--- src/rtl/sssc_pkg.sv ---
// Package for the seven-segment scan capture block.
// Holds the digit count default, the warm-up limit and the segment decoder.
// No dependencies.
package sssc_pkg;

	localparam int DIGITS_DEF = 8;
	localparam int MAX_DIGITS = 8;
	localparam int LAST_W = 4;
	localparam int WARM_W = 4;
	localparam int NIB_W = 4;
	localparam int SEG_W = 8;
	localparam int DISP_W = MAX_DIGITS * NIB_W;

	localparam logic [LAST_W-1:0] NO_DIGIT = 4'hF;
	localparam logic [WARM_W-1:0] WARMUP_FULL = 4'd8;
	localparam logic [SEG_W-1:0] SEG_RESET = 8'hFF;

	// Active-low segment codes, bit 0 is segment a, bit 6 is segment g
	localparam logic [SEG_W-1:0] SEG_0 = 8'h40;
	localparam logic [SEG_W-1:0] SEG_1 = 8'h79;
	localparam logic [SEG_W-1:0] SEG_2 = 8'h24;
	localparam logic [SEG_W-1:0] SEG_3 = 8'h30;
	localparam logic [SEG_W-1:0] SEG_4 = 8'h19;
	localparam logic [SEG_W-1:0] SEG_5 = 8'h12;
	localparam logic [SEG_W-1:0] SEG_6 = 8'h02;
	localparam logic [SEG_W-1:0] SEG_7 = 8'h78;
	localparam logic [SEG_W-1:0] SEG_8 = 8'h00;
	localparam logic [SEG_W-1:0] SEG_9 = 8'h18;
	localparam logic [SEG_W-1:0] SEG_A = 8'h08;
	localparam logic [SEG_W-1:0] SEG_B = 8'h03;
	localparam logic [SEG_W-1:0] SEG_C = 8'h46;
	localparam logic [SEG_W-1:0] SEG_D = 8'h21;
	localparam logic [SEG_W-1:0] SEG_E = 8'h06;
	localparam logic [SEG_W-1:0] SEG_F = 8'h0E;

	// Unknown patterns decode to zero
	function automatic logic [NIB_W-1:0] decode_seg(input logic [SEG_W-1:0] p);
		logic [NIB_W-1:0] n;
		case (p)
			SEG_0: n = 4'h0;
			SEG_1: n = 4'h1;
			SEG_2: n = 4'h2;
			SEG_3: n = 4'h3;
			SEG_4: n = 4'h4;
			SEG_5: n = 4'h5;
			SEG_6: n = 4'h6;
			SEG_7: n = 4'h7;
			SEG_8: n = 4'h8;
			SEG_9: n = 4'h9;
			SEG_A: n = 4'hA;
			SEG_B: n = 4'hB;
			SEG_C: n = 4'hC;
			SEG_D: n = 4'hD;
			SEG_E: n = 4'hE;
			SEG_F: n = 4'hF;
			default: n = 4'h0;
		endcase
		return n;
	endfunction

endpackage

--- src/rtl/seven_segment_scan_capture_top.sv ---
// Seven-segment scan capture, top level.
// Captures per-digit segment patterns from a scanned display and decodes them.
// Depends on sssc_pkg.
//
//  channel | signals                               | direction
//  --------+---------------------------------------+----------
//  in      | in_valid, in_ready, anode_lines,      | sink
//          | cathode_lines                         |
//  out     | out_valid, out_ready, updated,        | source
//          | display_value                         |
//
// One item per cycle unless a held result stalls the input; each result appears in the cycle after its item is taken.
// Capture state updates at the accept edge, the decoded result goes to an
// output register. A held result stalls the input only while out_ready is low.
// Reset restores all patterns to segments-off, no digit seen, warm-up zero.
module seven_segment_scan_capture_top #(
	parameter int DIGITS = sssc_pkg::DIGITS_DEF
) (
	input  logic                          clk,
	input  logic                          arst_n,
	input  logic                          in_valid,
	output logic                          in_ready,
	input  logic [sssc_pkg::SEG_W-1:0]    anode_lines,
	input  logic [sssc_pkg::SEG_W-1:0]    cathode_lines,
	output logic                          out_valid,
	input  logic                          out_ready,
	output logic                          updated,
	output logic [sssc_pkg::DISP_W-1:0]   display_value
);
	import sssc_pkg::*;

	logic [SEG_W-1:0]  pat_q [DIGITS];
	logic [SEG_W-1:0]  pat_d [DIGITS];
	logic [LAST_W-1:0] last_q;
	logic [WARM_W-1:0] warm_q;
	logic [WARM_W-1:0] warm_d;
	logic [LAST_W-1:0] active;
	logic              capture;
	logic              changed;
	logic              upd_d;
	logic [DISP_W-1:0] disp_d;
	logic              out_valid_q;
	logic              upd_q;
	logic [DISP_W-1:0] disp_q;
	logic              accept;

	assign in_ready = !out_valid_q || out_ready;
	assign accept = in_valid && in_ready;

	// Highest-numbered low anode bit wins
	always_comb begin
		active = NO_DIGIT;
		for (int i = 0; i < DIGITS; i++) begin
			if (!anode_lines[i]) begin
				active = LAST_W'(i);
			end
		end
	end

	assign capture = (active != NO_DIGIT) && (active != last_q);

	always_comb begin
		changed = 1'b0;
		for (int i = 0; i < DIGITS; i++) begin
			pat_d[i] = pat_q[i];
			if (capture && (active == LAST_W'(i)) && (pat_q[i] != cathode_lines)) begin
				pat_d[i] = cathode_lines;
				changed = 1'b1;
			end
		end
		warm_d = warm_q;
		if (changed && (warm_q < WARMUP_FULL)) begin
			warm_d = warm_q + 1'b1;
		end
		upd_d = changed && (warm_d >= WARMUP_FULL);
	end

	always_comb begin
		disp_d = '0;
		for (int i = 0; i < DIGITS; i++) begin
			disp_d[i*NIB_W +: NIB_W] = decode_seg(pat_d[i]);
		end
	end

	always_ff @(posedge clk or negedge arst_n) begin
		if (!arst_n) begin
			for (int i = 0; i < DIGITS; i++) begin
				pat_q[i] <= SEG_RESET;
			end
			last_q <= NO_DIGIT;
			warm_q <= '0;
		end else if (accept) begin
			pat_q <= pat_d;
			if (capture) begin
				last_q <= active;
			end
			warm_q <= warm_d;
		end
	end

	always_ff @(posedge clk or negedge arst_n) begin
		if (!arst_n) begin
			out_valid_q <= 1'b0;
		end else if (accept) begin
			out_valid_q <= 1'b1;
		end else if (out_ready) begin
			out_valid_q <= 1'b0;
		end
	end

	// Result payload loads only with a new item, holds while stalled
	always_ff @(posedge clk) begin
		if (accept) begin
			upd_q <= upd_d;
			disp_q <= disp_d;
		end
	end

	assign out_valid = out_valid_q;
	assign updated = upd_q;
	assign display_value = disp_q;

endmodule

--- config.mk ---
export PLATFORM = sky130hd
export DESIGN_NAME = seven_segment_scan_capture_top
export DESIGN_NICKNAME = d
export VERILOG_FILES = /design/src/rtl/sssc_pkg.sv /design/src/rtl/seven_segment_scan_capture_top.sv
export SDC_FILE = /design/constraint.sdc
export NUM_CORES = 1
export LEC_CHECK = 0
export CORE_MARGIN = 4
export CORE_UTILIZATION = 55
export CTS_CLUSTER_DIAMETER = 100
export CTS_CLUSTER_SIZE = 24
export DETAILED_ROUTE_END_ITERATION = 10
export DONT_BUFFER_PORTS = 1
export PLACE_DENSITY = 0.7
export SYNTH_ARGS = -nofsm -noshare
export SYNTH_HDL_FRONTEND = slang
export SYNTH_SLANG_ARGS = --single-unit
export TNS_END_PERCENT = 20
--- constraint.sdc ---
create_clock -name clk -period 3.2 [get_ports clk]
set_input_delay 0.16 -clock clk [delete_from_list [all_inputs] [get_ports clk]]
set_output_delay 0.16 -clock clk [all_outputs]
set_load 0.03 [all_outputs]
# Word level (Yosys, flattened, before mapping)
# Cells that the tools add are included.
[classes]
reduce_logical = 33
n_eq_ne = 129
add_sub_neg = 1
magnitude_cmp = 2
muxes = 35
[ops]
columns = ["cell", "count"]
rows = [
  ["4-bit case mux with 15 select lines", 8],
  ["8-bit by 5-bit equality test with 1-bit output (second input constant)", 24],
  ["8-bit by 6-bit equality test with 1-bit output (second input constant)", 24],
  ["8-bit by 7-bit equality test with 1-bit output (second input constant)", 24],
  ["8-bit by 2-bit equality test with 1-bit output (second input constant)", 16],
  ["8-bit by 4-bit equality test with 1-bit output (second input constant)", 16],
  ["8-bit by 3-bit equality test with 1-bit output (second input constant)", 8],
  ["8-bit logical NOT", 8],
  ["8-bit two-way mux", 8],
  ["8-bit inequality test", 8],
  ["4-bit two-way mux", 9],
  ["1-bit logical AND", 20],
  ["4-bit by 3-bit equality test with 1-bit output (second input constant)", 4],
  ["1-bit two-way mux", 10],
  ["4-bit by 2-bit equality test with 1-bit output (second input constant)", 2],
  ["4-bit by 1-bit adder with 4-bit output (second input constant)", 1],
  ["4-bit by 1-bit equality test with 1-bit output (second input constant)", 1],
  ["4-bit greater-or-equal comparator (second input constant)", 1],
  ["4-bit logical NOT", 1],
  ["4-bit less-than comparator (second input constant)", 1],
  ["4-bit inequality test", 1],
  ["4-bit inequality test (second input constant)", 1],
  ["2-bit AND reduction", 1],
  ["2-bit nonzero test", 1],
  ["other kinds (2)", 2],
]
[totals]
inputBits = 20
regBits = 106
elab_cells = 213
output_inout_bits = 35

# Longest topological paths before layout
# Gate-level depths: netlist of run 1.
[logic_depth]
word_depth = 24
depth_mapped = 12
depth_no_buf = 8

# Least setup slack after synthesis of run 1
# OpenSTA, ideal clock, no wires.
[synth_path]
path_kind = "register to register"
startpoint = "register out_valid_q, in the netlist out_valid"
endpoint = "register pat_q[32] (netlist bit)"
setup_time_ps = 82
path_buffers = 0
required_ps = 3118
path_slack_ps = 306
arrival_ps = 2812
synth_period_minus_slack_ps = 2894
stages_incl_launch_ff = 6
path_cell_list = "dfrtp_1 > nand2b_1 > nand2_1 > clkinv_1 > nand2_1 > mux2_2"
[synth_via]
elab_chain_cells = 3
[synth_lines]
columns = ["item", "line_no", "text"]
rows = [
  ["start: declaration", "seven_segment_scan_capture_top.sv:42", "logic out_valid_q;"],
  ["start signal: assignment", "seven_segment_scan_capture_top.sv:103", "out_valid_q <= 1'b0;"],
  ["start signal: assignment", "seven_segment_scan_capture_top.sv:105", "out_valid_q <= 1'b1;"],
  ["start signal: assignment", "seven_segment_scan_capture_top.sv:107", "out_valid_q <= 1'b0;"],
  ["1-bit logical NOT", "seven_segment_scan_capture_top.sv:47", "assign in_ready = !out_valid_q || out_ready;"],
  ["1-bit logical OR", "seven_segment_scan_capture_top.sv:47", ""],
  ["via in_ready", "seven_segment_scan_capture_top.sv:22", "output logic in_ready,"],
  ["1-bit logical AND", "seven_segment_scan_capture_top.sv:48", "assign accept = in_valid && in_ready;"],
  ["via accept", "seven_segment_scan_capture_top.sv:45", "logic accept;"],
  ["end signal: assignment", "seven_segment_scan_capture_top.sv:93", "pat_q <= pat_d;"],
  ["end: declaration", "seven_segment_scan_capture_top.sv:32", "logic [SEG_W-1:0] pat_q [DIGITS];"],
]
# The timed path passes the listed nets, and every way through them passes these cells.
# A chain may end at the register's enable or synchronous reset.

# Final worst setup path of run 1
[layout_path]
startpoint = "register pat_q[24] (netlist bit)"
endpoint = "register disp_q[16], in the netlist display_value[16], data pin"
[layout_via]
elab_chain_cells = 5
elab_cells_between_ends = 19
classes_between = "eq/ne: 15; mux: 2; reduce/logical: 2"
[layout_lines]
columns = ["item", "line_no", "text"]
rows = [
  ["8-bit inequality test", "seven_segment_scan_capture_top.sv:66", "if (capture && (active == LAST_W'(i)) && (pat_q[i] != cathode_lines)) begin"],
  ["1-bit logical AND", "seven_segment_scan_capture_top.sv:66", ""],
  ["8-bit two-way mux (*)", "seven_segment_scan_capture_top.sv:66", ""],
  ["8-bit by 4-bit equality test with 1-bit output, or another cell as far along", "sssc_pkg.sv:39", "case (p)"],
  ["4-bit case mux with 15 select lines (*)", "sssc_pkg.sv:39", ""],
  ["via disp_d[16]", "seven_segment_scan_capture_top.sv:41", "logic [DISP_W-1:0] disp_d;"],
  ["end signal: assignment", "seven_segment_scan_capture_top.sv:115", "disp_q <= disp_d;"],
  ["end: declaration", "seven_segment_scan_capture_top.sv:44", "logic [DISP_W-1:0] disp_q;"],
]
# The timed path passes the listed nets; every way through them passes the cells marked *.

==> results of run 1 <==
layout make-up:
cell class	count	area [µm²]	share of cell area, %
Timing Repair Buffer	34	300	3.32
Tap cell	188	235	2.60
Multi-Input combinational cell	762	5260	58.2
Inverter	7	26.3	0.291
Clock inverter	3	18.8	0.208
Sequential cell	106	2900	32.1
Clock buffer	13	293	3.24
per-stage QoR:
| stage | std cells | total power, µW | area [µm²] | hold WS (ns) |
|---|---|---|---|---|
| 5_1_grt | 1113 | 6040 | 9040 | 0.0961 |
| 6_report | 1113 | 5690 | 9040 | 0.0614 |
| 3_3_place_gp | 1086 | 4410 | 8600 | -0.130 |
| 4_1_cts | 1113 | 5670 | 9040 | 0.0528 |
| 3_5_place_dp | 1086 | 4450 | 8600 | -0.130 |
| 2_1_floorplan | 962 | 4080 | 8550 | -0.136 |
critical path: stages (launching register included):
cell	delay, ns
dfstp_2	0.63
xnor2_1	0.09
nand4_1	0.09
nor2_1	0.07
or4b_1	0.63
nor2_4	0.40
mux2_2	0.41
a211oi_1	0.30
nand3_1	0.13
synthesized netlist by cell type (all sizes together) (5+ instances only):
library cell	number	area, µm²
nor3	26	140
nor2b	21	131
or3	9	56.3
a22oi	5	37.5
nor4b	7	67.6
nand4b	6	52.6
xnor2	57	499
xor2	23	201
dfstp	68	1790
mux2	79	893
a21oi	52	260
buf	19	98.8
nand3	35	175
nor4	12	81.3
nand2	85	319
o41ai	6	60.1
and3	5	31.3
mux2i	37	370
or4	6	45.0
a211oi	10	92.6
nand2b	20	125
and2	7	43.8
dfrtp	5	125
nand4	22	138
nor3b	11	82.6
or2	9	56.3
edfxtp	33	991
o21ai	52	260
clkbuf	68	258
o211ai	8	60.1
nand3b	6	45.0
nor2	74	290
inv	6	22.5
sequential cells by signal (all words and copies together) (netlist names), named ones only:
signal         count
out_valid          1
warm_q             2
pat_q             64
display_value     32
updated            1
last_q             4
timing repair:
action | CTS | global route
hold buffers | 11 | 0
hold endpoints to repair | 137 | 0
setup buffers | 0 | 0
per-layer routing:
| metal | GRT usage (%) | share of wire, % | vias to the layer above |
|---|---|---|---|
| li1 | - | - | 3444 |
| met2 | 44.6 | 45 | 433 |
| met3 | 5.82 | 9.2 | 91 |
| met4 | 15.5 | 5.2 | 0 |
| met5 | 0 | 0 | - |
| met1 | 38.8 | 41 | 3637 |
power by group through the flow:
| stage | combinational, µW | sequential, µW | clock, µW |
|---|---|---|---|
| final | 1910 | 2640 | 1140 |
| after global placement | 1790 | 2630 | 0 |
| after global routing | 2110 | 2700 | 1230 |
| after CTS | 1890 | 2620 | 1170 |
| after detailed placement | 1820 | 2630 | 0 |
| after floorplan | 1860 | 2210 | 0 |
path summary, 6_finish.rpt:
kind,from,end,slack [ns],cells past startpoint
max in group asynchronous,arst_n,pat_q[34]$_DFFE_PN1P_,2.43,2
min in group asynchronous,arst_n,out_valid$_DFFE_PN0P_,0.40,2
worst min-delay path,anode_lines[6],last_q[0]$_DFFE_PN1P_,0.06,2
worst max register to register,pat_q[24]$_DFFE_PN1P_,display_value[16]$_DFFE_PP_,0.20,8
worst min register to register,flip-flop,flip-flop,0.47,1
worst max-delay path,pat_q[24]$_DFFE_PN1P_,display_value[16]$_DFFE_PP_,0.20,8
logic make-up (layout without fill, tap and decap cells):
group | count (synthesis) | after routing | synth area share (%)
AND/OR/NAND/NOR | 374 | 374 | 23.4
AO/OA/AOI/OAI | 191 | 191 | 15.0
multiplexers | 116 | 116 | 14.8
flip-flops | 106 | 106 | 34.0
buffers and inverters | 94 | 57 | 4.48
XOR/XNOR | 80 | 80 | 8.20
adder cells (fa/ha/maj) | 1 | 1 | 0.146
==> impl_results.md, run 1 <==
* Status: finished clean
* Drt drc at 0
* Final period util at 93.8%
* Die width at 133 µm
* Initial antenna violation count at 1
* Initial Util at 56.2%
* Post-synth EDFFs at 33
* CTS tree: yes
* H-tree depth at 3
* Maxcap violations at 0
* Net Sw Power at 2170 µW
* Final min period at 3.00 ns
* I/O pins at 55
* Commonest non-fill, non-tap cell in the layout: nand2_1
* Share of layout cells above drive strength 1 at 23.1%
* Net Sw Frac at 38.1%
* Clock transition at the registers of the reported paths at 0.07 ns
* Cts repair resizes at 0
* Flops & latches, synth at 106
* Post-DP HPWL at 16.5 mm
* Yosys warns at 0
* Internal power at 3530 µW
* Largest net degree at the start of global routing at 74
* Initial drt markers at 900
* Pre-CTS setup slack at 0.267 ns
* Setup WS post-layout at 0.199 ns
* CP required at 3.29 ns
* Slew headroom at 41.5%
* Post-Syn Area at 0.00855 mm²
* Vias post-DR at 7605
* Sequential power share at 46.3%
* Syn Nets at 983
* Vias in the first global route at 7114
* Gate power share at 33.6%
* Rows at 45
* Async S/R FF share, synth at 68.9%
* Cells after Synth at 962
* Die Height at 133 µm
* Clock Skews at 0.0124 ns
* Syn avg cell area at 8.89 µm²
* LEAKAGE at 0.00315 µW
* Total Wirelength at 25.9 mm
* Worst-margin pin slew at 0.877 ns
* Setup CP Type: reg2reg
* CTS Buffer Depth at 2
* Core area at 0.0152 mm²
* Fin util at 59.5%
* Critical path peak fanout at 12
* Crit path DAT at 3.09 ns
* Distinct cells, synth at 88
* Layout area overhead at 5.74%
* Most frequent cells in the layout: nand2_1, mux2_2, nor2_1, dfstp_2, xnor2_1
* Crit. End Element: flip-flop
* Most used DFF post-synth: dfstp_2
* Routed length per instance at 23.3 µm
* Port-buffer cells at 0
* Final net count at 941
* Overall Global Routing Usage at 29.1%
* First-pass GRT wire length at 39.9 mm
* Clock share of power at 20.1%
* Seq/Total Area, Yosys at 34.0%
* Startpoint types: flip-flop
* GP Congestion at 0.940
* Fmax at 333 MHz
* Final Max Tran Viols at 0
* Unrepaired setup endpoints after global routing: false
* Global route overflow at 0
* Final ANT Viol Nets at 0
* PwrDens at 630 mW/mm²
* Clock latency at the later pin of the worst-skew pair at 0.36 ns
* CTS buffer count at 9
* Peak supply drop at 344 µV
* Via density at 6.83
* Final-layout fill cell count at 1320
* Root Buffer: clkbuf_16
* Diodes inserted at 0
* Final setup viols at 0
* Drt first pass iters at 5
* Final hold viol count at 0
* CTS Sinks at 106
* Setup TNS at 0 ns
* Die area at 0.0176 mm²
* Hold WC Path Type: in2reg
(Power assumes the default switching activity.)
==> run 2, diff against run 1 <==
Settings changed: GPL_TIMING_DRIVEN set to 0, MAX_ROUTING_LAYER set to met4.
==> run 2 against run 1 <==
  * Via count is 2.6% higher
  * Worst hold slack worse by 0.021 ns
  * Largest cell class unchanged
  * Total power is 1.1% higher
  * Sequential share of layout area is 0.40 points lower
  * Final area is 1.3% higher
  * Die area stayed put
  * Clock-buffer cell count is 1 lower
  * Sequential power is 14% lower
  * Global-route usage is 1.0 points higher
  * Clock power is 5% lower
  * Final cell count is 4.9% higher
==> impl_results.md, run 2 (synthesized netlist as in run 1, its figures left out) <==
* Post-DP HPWL at 18.0 mm (+9.1%)
* Net Sw Frac at 39.6% (+1.6 points)
* Dpl cells at 1150 (+5.9%)
* Die Height at 133 µm (unchanged)
* Final setup viols at 0 (unchanged)
* Rows at 45 (unchanged)
* Die width at 133 µm (unchanged)
* Final period util at 97.6% (+3.8 points)
* Post-DP Area at 0.00879 mm² (+2.2%)
* Die area at 0.0176 mm² (unchanged)
* Diodes inserted at 0 (unchanged)
* Slew headroom at 17.2% (-24 points)
* CTS Sinks at 106 (unchanged)
* Final instance area at 0.00915 mm² (+1.3%)
* Final min period at 3.12 ns (+0.123 ns)
* Final-layout fill cell count at 1352 (+2.4%)
* Largest net degree at the start of global routing at 74 (unchanged)
* Setup CP Type: reg2reg
* Via density at 6.68 (-2.2%)
* PwrDens at 629 mW/mm² (-0.18%)
* Startpoint types: flip-flop
* Maxcap violations at 0 (unchanged)
* Root Buffer: clkbuf_16
* Final ANT Viol Nets at 0 (unchanged)
* I/O pins at 55 (unchanged)
* Final Max Tran Viols at 0 (unchanged)
* Max reg flops at 64 (unchanged)
* Final hold viol count at 0 (unchanged)
* Global route overflow at 0 (unchanged)
* GP Congestion at 1.00 (+6.9%)
* Overall Global Routing Usage at 30.1% (+1.0 points)
* Gate power share at 41.6% (+8.0 points)
* Net Sw Power at 2280 µW (+5.3%)
* Status: finished clean
* Unrepaired setup endpoints after global routing: true
* CTS Buffer Depth at 2 (unchanged)
* Crit. End Element: flip-flop
* Most frequent cells in the layout: nand2_1, mux2_2, nor2_1, dfstp_2, clkbuf_1
* Vias in the first global route at 7096 (-0.25%)
* CTS tree: yes
* Cell Count, Final, Fillers Out at 1168 (+4.9%)
* Clock Skews at 0.0109 ns (-0.00158 ns)
* Clock transition at the registers of the reported paths at 0.07 ns (about the same)
* Clock latency at the later pin of the worst-skew pair at 0.36 ns (about the same)
* Hold WC Path Type: in2reg
* Total area of sequential cells at 0.00290 mm² (unchanged)
* Share of layout cells above drive strength 1 at 22.4% (-0.69 points)
* Pwr Total at 5750 µW (+1.1%)
* Reg2Reg Setup Slack at 0.08 ns (-0.12 ns)
* First-pass GRT wire length at 40.5 mm (+1.5%)
* Critical path peak fanout at 10 (-2)
* Fin util at 60.2% (+0.75 points)
* Worst-margin pin slew at 1.23 ns (+0.351 ns)
* Clock share of power at 18.8% (-1.3 points)
* Drt first pass iters at 7 (+2)
* Core area at 0.0152 mm² (unchanged)
* Crit path DAT at 3.21 ns (+0.12 ns)
* Initial antenna violation count at 0 (-1)
* Vias post-DR at 7804 (+2.6%)
* Layout area overhead at 7.07%
* Top reg by flops: pat_q
* Sequential power share at 39.6% (-6.7 points)
* Final net count at 996 (+5.8%)
* Routed length per instance at 22.4 µm (-3.6%)
* Internal power at 3470 µW (-1.5%)
* LEAKAGE at 0.00318 µW (+1.1%)
* H-tree depth at 3 (unchanged)
* Port-buffer cells at 0 (unchanged)
* Area of the multi-input gates at 0.00529 mm² (+0.48%)
* Commonest non-fill, non-tap cell in the layout: nand2_1
* Peak supply drop at 604 µV (+76%)
* Drt drc at 0 (unchanged)
* Fmax at 320 MHz (-3.9%)
* CP required at 3.28 ns (about the same)
* Total Wirelength at 26.2 mm (+1.1%)
* Initial Util at 56.2% (unchanged)
* Initial drt markers at 861 (-4.3%)
* CTS buffer count at 9 (unchanged)
[run 2: area by class of cell]
type                       instances  share of cell area (%)
sequential                       106                    31.7
timing repair buffer               5                   0.683
clock buffer                      12                    2.82
tap                              188                    2.57
inverter                           7                   0.314
clock inverter                     4                   0.273
multi-input combinational        762                    57.8
buffer                            84                    3.85
[run 2: what timing repair did]
item	CTS	global route
gates cloned	0	0
hold buffers	3	0
endpoints found under the setup margin	1	48
pin swaps	0	1
resized for setup	2	17
hold endpoints to repair	74	0
setup buffers	0	2
[run 2: path summary, 6_finish.rpt]
path                                       start                           to  cells past startpoint
setup / recovery           pat_q[24]$_DFFE_PN1P_  display_value[16]$_DFFE_PP_                     10
hold reg to reg                        flip-flop                    flip-flop                      1
hold / removal                    anode_lines[6]        last_q[0]$_DFFE_PN1P_                      2
max in group asynchronous                 arst_n        pat_q[35]$_DFFE_PN1P_                      2
min in group asynchronous                 arst_n                    async pin                      2
setup reg to reg           pat_q[24]$_DFFE_PN1P_  display_value[16]$_DFFE_PP_                     10
[run 2: power groups by stage]
stage,clock [µW],combinational [µW],sequential [µW]
after global placement,0,2280,2270
final,1080,2400,2280
after global routing,1160,2620,2320
after CTS,1100,2340,2270
after detailed placement,0,2300,2280
after floorplan,0,1860,2210
[run 2: metrics by stage]
step	hold WS [ns]	setup TNS (ns)	setup WS, ns
floorplan	-0.136	0	0.306
global placement	-0.129	-25.61	-0.742
detailed placement	-0.131	-0.116	-0.116
CTS	0.0332	0	0.0173
global route	0.0500	-0.112	-0.0724
finish	0.0399	0	0.0760
[run 2: routing by layer]
metal	part of all wire (%)	global-route usage [%]	vias up	wire (µm)
met4	4.0	10.1	0	1050
met5	0	-	-	0
met1	41	39.6	3692	10800
li1	-	-	3553	-
met2	45	45.4	468	11800
met3	9.8	7.76	91	2580
[run 2: worst max-delay path, stage by stage (launching register included)]
cell      delay [ns]
dfstp_2         0.52
buf_2           0.21
xnor2_1         0.09
nand4_1         0.09
nor2_1          0.08
or4b_1          0.63
nor2_4          0.36
buf_6           0.22
o31ai_1         0.13
a222oi_1        0.34
nand3_1         0.17
==> run 3, diff against run 2 <==
Settings changed: ABC_AREA set to 1, CORE_UTILIZATION 55 to 50, PLACE_DENSITY 0.7 to unset.
==> run 3 against run 2 <==
  * Worst setup slack gained 0.37 ns
  * Final cell count grew 54%
  * Clock power is 5% higher
  * Synthesized cell count grew 61%
  * Flip-flop and latch count unchanged
  * Combinational power grew 26%
  * Critical endpoint is now pat_q[27]$_DFFE_PN1P_
==> impl_results.md, run 3 <==
* Compound-Gate Fraction of Synth Area at 3.81% (-11 points)
* CTS Buffer Depth at 2 (unchanged)
* Internal power at 3470 µW (about the same)
* Top cells by count, synth: nand2_1, nor2_1, nand4_1, inv_1, dfstp_2
* First-pass GRT wire length at 51.7 mm (+28%)
* Clock transition at the registers of the reported paths at 0.08 ns (about the same)
* Initial Util at 50.8% (-5.5 points)
* PwrDens at 657 mW/mm² (+4.5%)
* Unrepaired setup endpoints after global routing: false
* Root Buffer: clkbuf_16
* Fmax at 363 MHz (+13%)
* XOR/XNOR share of the synthesized area at 3.05% (-5.1 points)
* Final ANT Viol Nets at 0 (unchanged)
* Vias in the first global route at 9686 (+36%)
* Drt first pass iters at 6 (-1)
* Largest stage delay, worst path at 0.53 ns (-0.10 ns)
* Slew headroom at 38.5% (+21 points)
* Ranking of synthesized cells by area: nand2_1, dfstp_2, edfxtp_1
* Rows at 50 (+11%)
* Peak supply drop at 329 µV (-45%)
* Pre-CTS setup slack at 0.432 ns (+0.548 ns)
* Largest family of logic cells by synthesized area: simple AND/OR/NAND/NOR gates
* Final hold viol count at 0 (unchanged)
* Net Sw Frac at 47.6% (+8.0 points)
* Pwr Total at 6630 µW (+15%)
* Setup TNS at 0 ns (unchanged)
* Crit. End Element: flip-flop
* Final min period at 2.75 ns (-0.370 ns)
* Net Sw Power at 3160 µW (+39%)
* Core area at 0.0186 mm² (+23%)
* Die Height at 146 µm (+9.7%)
* Port-buffer cells at 0 (unchanged)
* Overall Global Routing Usage at 31.8% (+1.7 points)
* I/O pins at 55 (unchanged)
* Seq/Total Area, Yosys at 30.7% (-3.3 points)
* Yosys warns at 0 (unchanged)
* Vias post-DR at 10100 (+29%)
* CTS buffer count at 9 (unchanged)
* Share of layout cells above drive strength 1 at 12.8% (-9.6 points)
* Global route overflow at 0 (unchanged)
* Crit path buf inv count at 3 (+1)
* Crit-path slowest cell: dfrtp_1
* Via density at 5.60 (-16%)
* Crit path DAT at 3.04 ns (-0.17 ns)
* Adder-cell area share of the yosys netlist at 0.132% (-0.014 points)
* Clock latency at the later pin of the worst-skew pair at 0.37 ns (about the same)
* Top reg by flops: pat_q
* CP required at 3.49 ns (+0.21 ns)
* Die area at 0.0212 mm² (+20%)
* Post-Syn Area at 0.00946 mm² (+11%)
* LEAKAGE at 0.00510 µW (+60%)
* Commonest non-fill, non-tap cell in the layout: nand2_1
* GP Congestion at 1.02 (+1.6%)
* Status: finished clean
* Clock share of power at 17.0% (-1.8 points)
* Critical path peak fanout at 10 (unchanged)
* Drt drc at 0 (unchanged)
* Hold WC Path Type: in2reg
* Largest area contributor in the netlist: nand2_1
* Async S/R FF share, synth at 68.9% (unchanged)
* Most frequent cells in the layout: nand2_1, nor2_1, nand4_1, inv_1, dfstp_2
* Setup WS post-layout at 0.446 ns (+0.370 ns)
* Syn Nets at 1567 (+59%)
* Cells after Synth at 1546 (+61%)
* Max reg flops at 64 (unchanged)
* Sequential power share at 37.3% (-2.3 points)
* Worst-margin pin slew at 0.922 ns (-0.306 ns)
* Final net count at 1581 (+59%)
* Mux share of post-synthesis cell area at 0% (-15 points)
* Share of the synthesized area in the top cell type at 29.6% (+8.7 points)
* Startpoint types: flip-flop
* Top delay family on crit path: buffers and inverters
* Largest net degree at the start of global routing at 74 (unchanged)
* Total Wirelength at 32.8 mm (+25%)
* Most used DFF post-synth: dfstp_2
* Cts repair resizes at 0 (-2)
* Most numerous cell in the Yosys netlist: nand2_1
* Setup CP Type: reg2reg
* Simple-Gate Fraction of Synth Area at 52.7% (+29 points)
* Flops & latches, synth at 106 (unchanged)
* Dpl cells at 1781 (+55%)
* H-tree depth at 3 (unchanged)
* Routed length per instance at 18.2 µm (-19%)
* Final Max Tran Viols at 0 (unchanged)
* Crit path cell chain: nand2_1 -> nand2_1 -> clkbuf_1 -> clkbuf_1 -> clkbuf_1 -> nand2_1 -> o21ai_0
* Post-DP HPWL at 23.1 mm (+28%)
* Layout area overhead at 6.70%
* Post-synth EDFFs at 33 (unchanged)
* Final setup viols at 0 (unchanged)
* Clock Skews at 0.0103 ns (-0.000578 ns)
* CTS Sinks at 106 (unchanged)
* Fin util at 54.2% (-6.1 points)
* Initial antenna violation count at 0 (unchanged)
* Initial drt markers at 1093 (+27%)
* Maxcap violations at 0 (unchanged)
* Final period util at 86.1% (-12 points)
* Die width at 146 µm (+9.7%)
* CTS tree: yes
* Syn avg cell area at 6.12 µm² (-31%)
* Cell Count, Final, Fillers Out at 1799 (+54%)
* Gate power share at 45.7% (+4.1 points)
* Diodes inserted at 0 (unchanged)
* Distinct cells, synth at 30 (-66%)
## run 3: power groups by stage
stage               Combinational (µW)  Sequential (µW)  Clock, µW
finish                            3030             2480       1130
global route                      3410             2520       1190
CTS                               2980             2470       1130
detailed placement                2950             2480          0
global placement                  2910             2490          0
floorplan                         2280             2390          0
## run 3: through the flow
stage	hold WS [ns]	area (µm²)
floorplan	-0.136	9460
global placement	-0.130	9760
detailed placement	-0.129	9780
CTS	0.0489	10100
global route	0.101	10100
finish	0.0384	10100
## run 3: path summary, 6_finish.rpt
check / cells after the start / slack, ns / end / startpoint
worst max-delay path: 7 / 0.45 / pat_q[27]$_DFFE_PN1P_ / out_valid$_DFFE_PN0P_
worst min-delay path: 3 / 0.04 / last_q[0]$_DFFE_PN1P_ / anode_lines[7]
worst max register to register: 7 / 0.45 / pat_q[27]$_DFFE_PN1P_ / out_valid$_DFFE_PN0P_
worst min register to register: 2 / 0.46 / last_q[3]$_DFFE_PN1P_ / last_q[3]$_DFFE_PN1P_
max in group asynchronous: 2 / 2.48 / pat_q[5]$_DFFE_PN1P_ / arst_n
min in group asynchronous: 2 / 0.38 / out_valid$_DFFE_PN0P_ / arst_n
## run 3: repair_timing
action                                 CTS  global route
endpoints found under the hold margin   73             0
buffers inserted                         0             0
hold buffers                             2             0
## run 3: logic make-up after synthesis
kind of cell / after synthesis
AO/OA/AOI/OAI: 72
XOR/XNOR: 33
adder cells (fa/ha/maj): 1
buffers and inverters: 189
flip-flops: 106
AND/OR/NAND/NOR: 1145
## run 3: worst register-to-register path, delay by kind of cell (launching register included)
kind | cells | cell delay (ns)
buffers and inverters | 3 | 1.40
AND/OR/NAND/NOR | 3 | 0.66
flip-flops | 1 | 0.53
AO/OA/AOI/OAI | 1 | 0.10
## run 3: layout make-up
class / count / area (µm²)
plain buffers: 81 / 504
clock buffers: 9 / 225
clock inverters: 7 / 51.3
fillers: 1965 / 8550
inverters: 108 / 405
multi-input cells: 1251 / 5650
flip-flops and latches: 106 / 2900
well taps: 234 / 293
repair buffers: 3 / 65.1
## run 3: metal layers
metal	vias up	GRT usage (%)	share of wire [%]
met5	-	-	0
met4	0	11.8	3.7
met3	96	7.26	8.9
met2	455	49.0	44
met1	4573	41.0	43
li1	4953	-	-
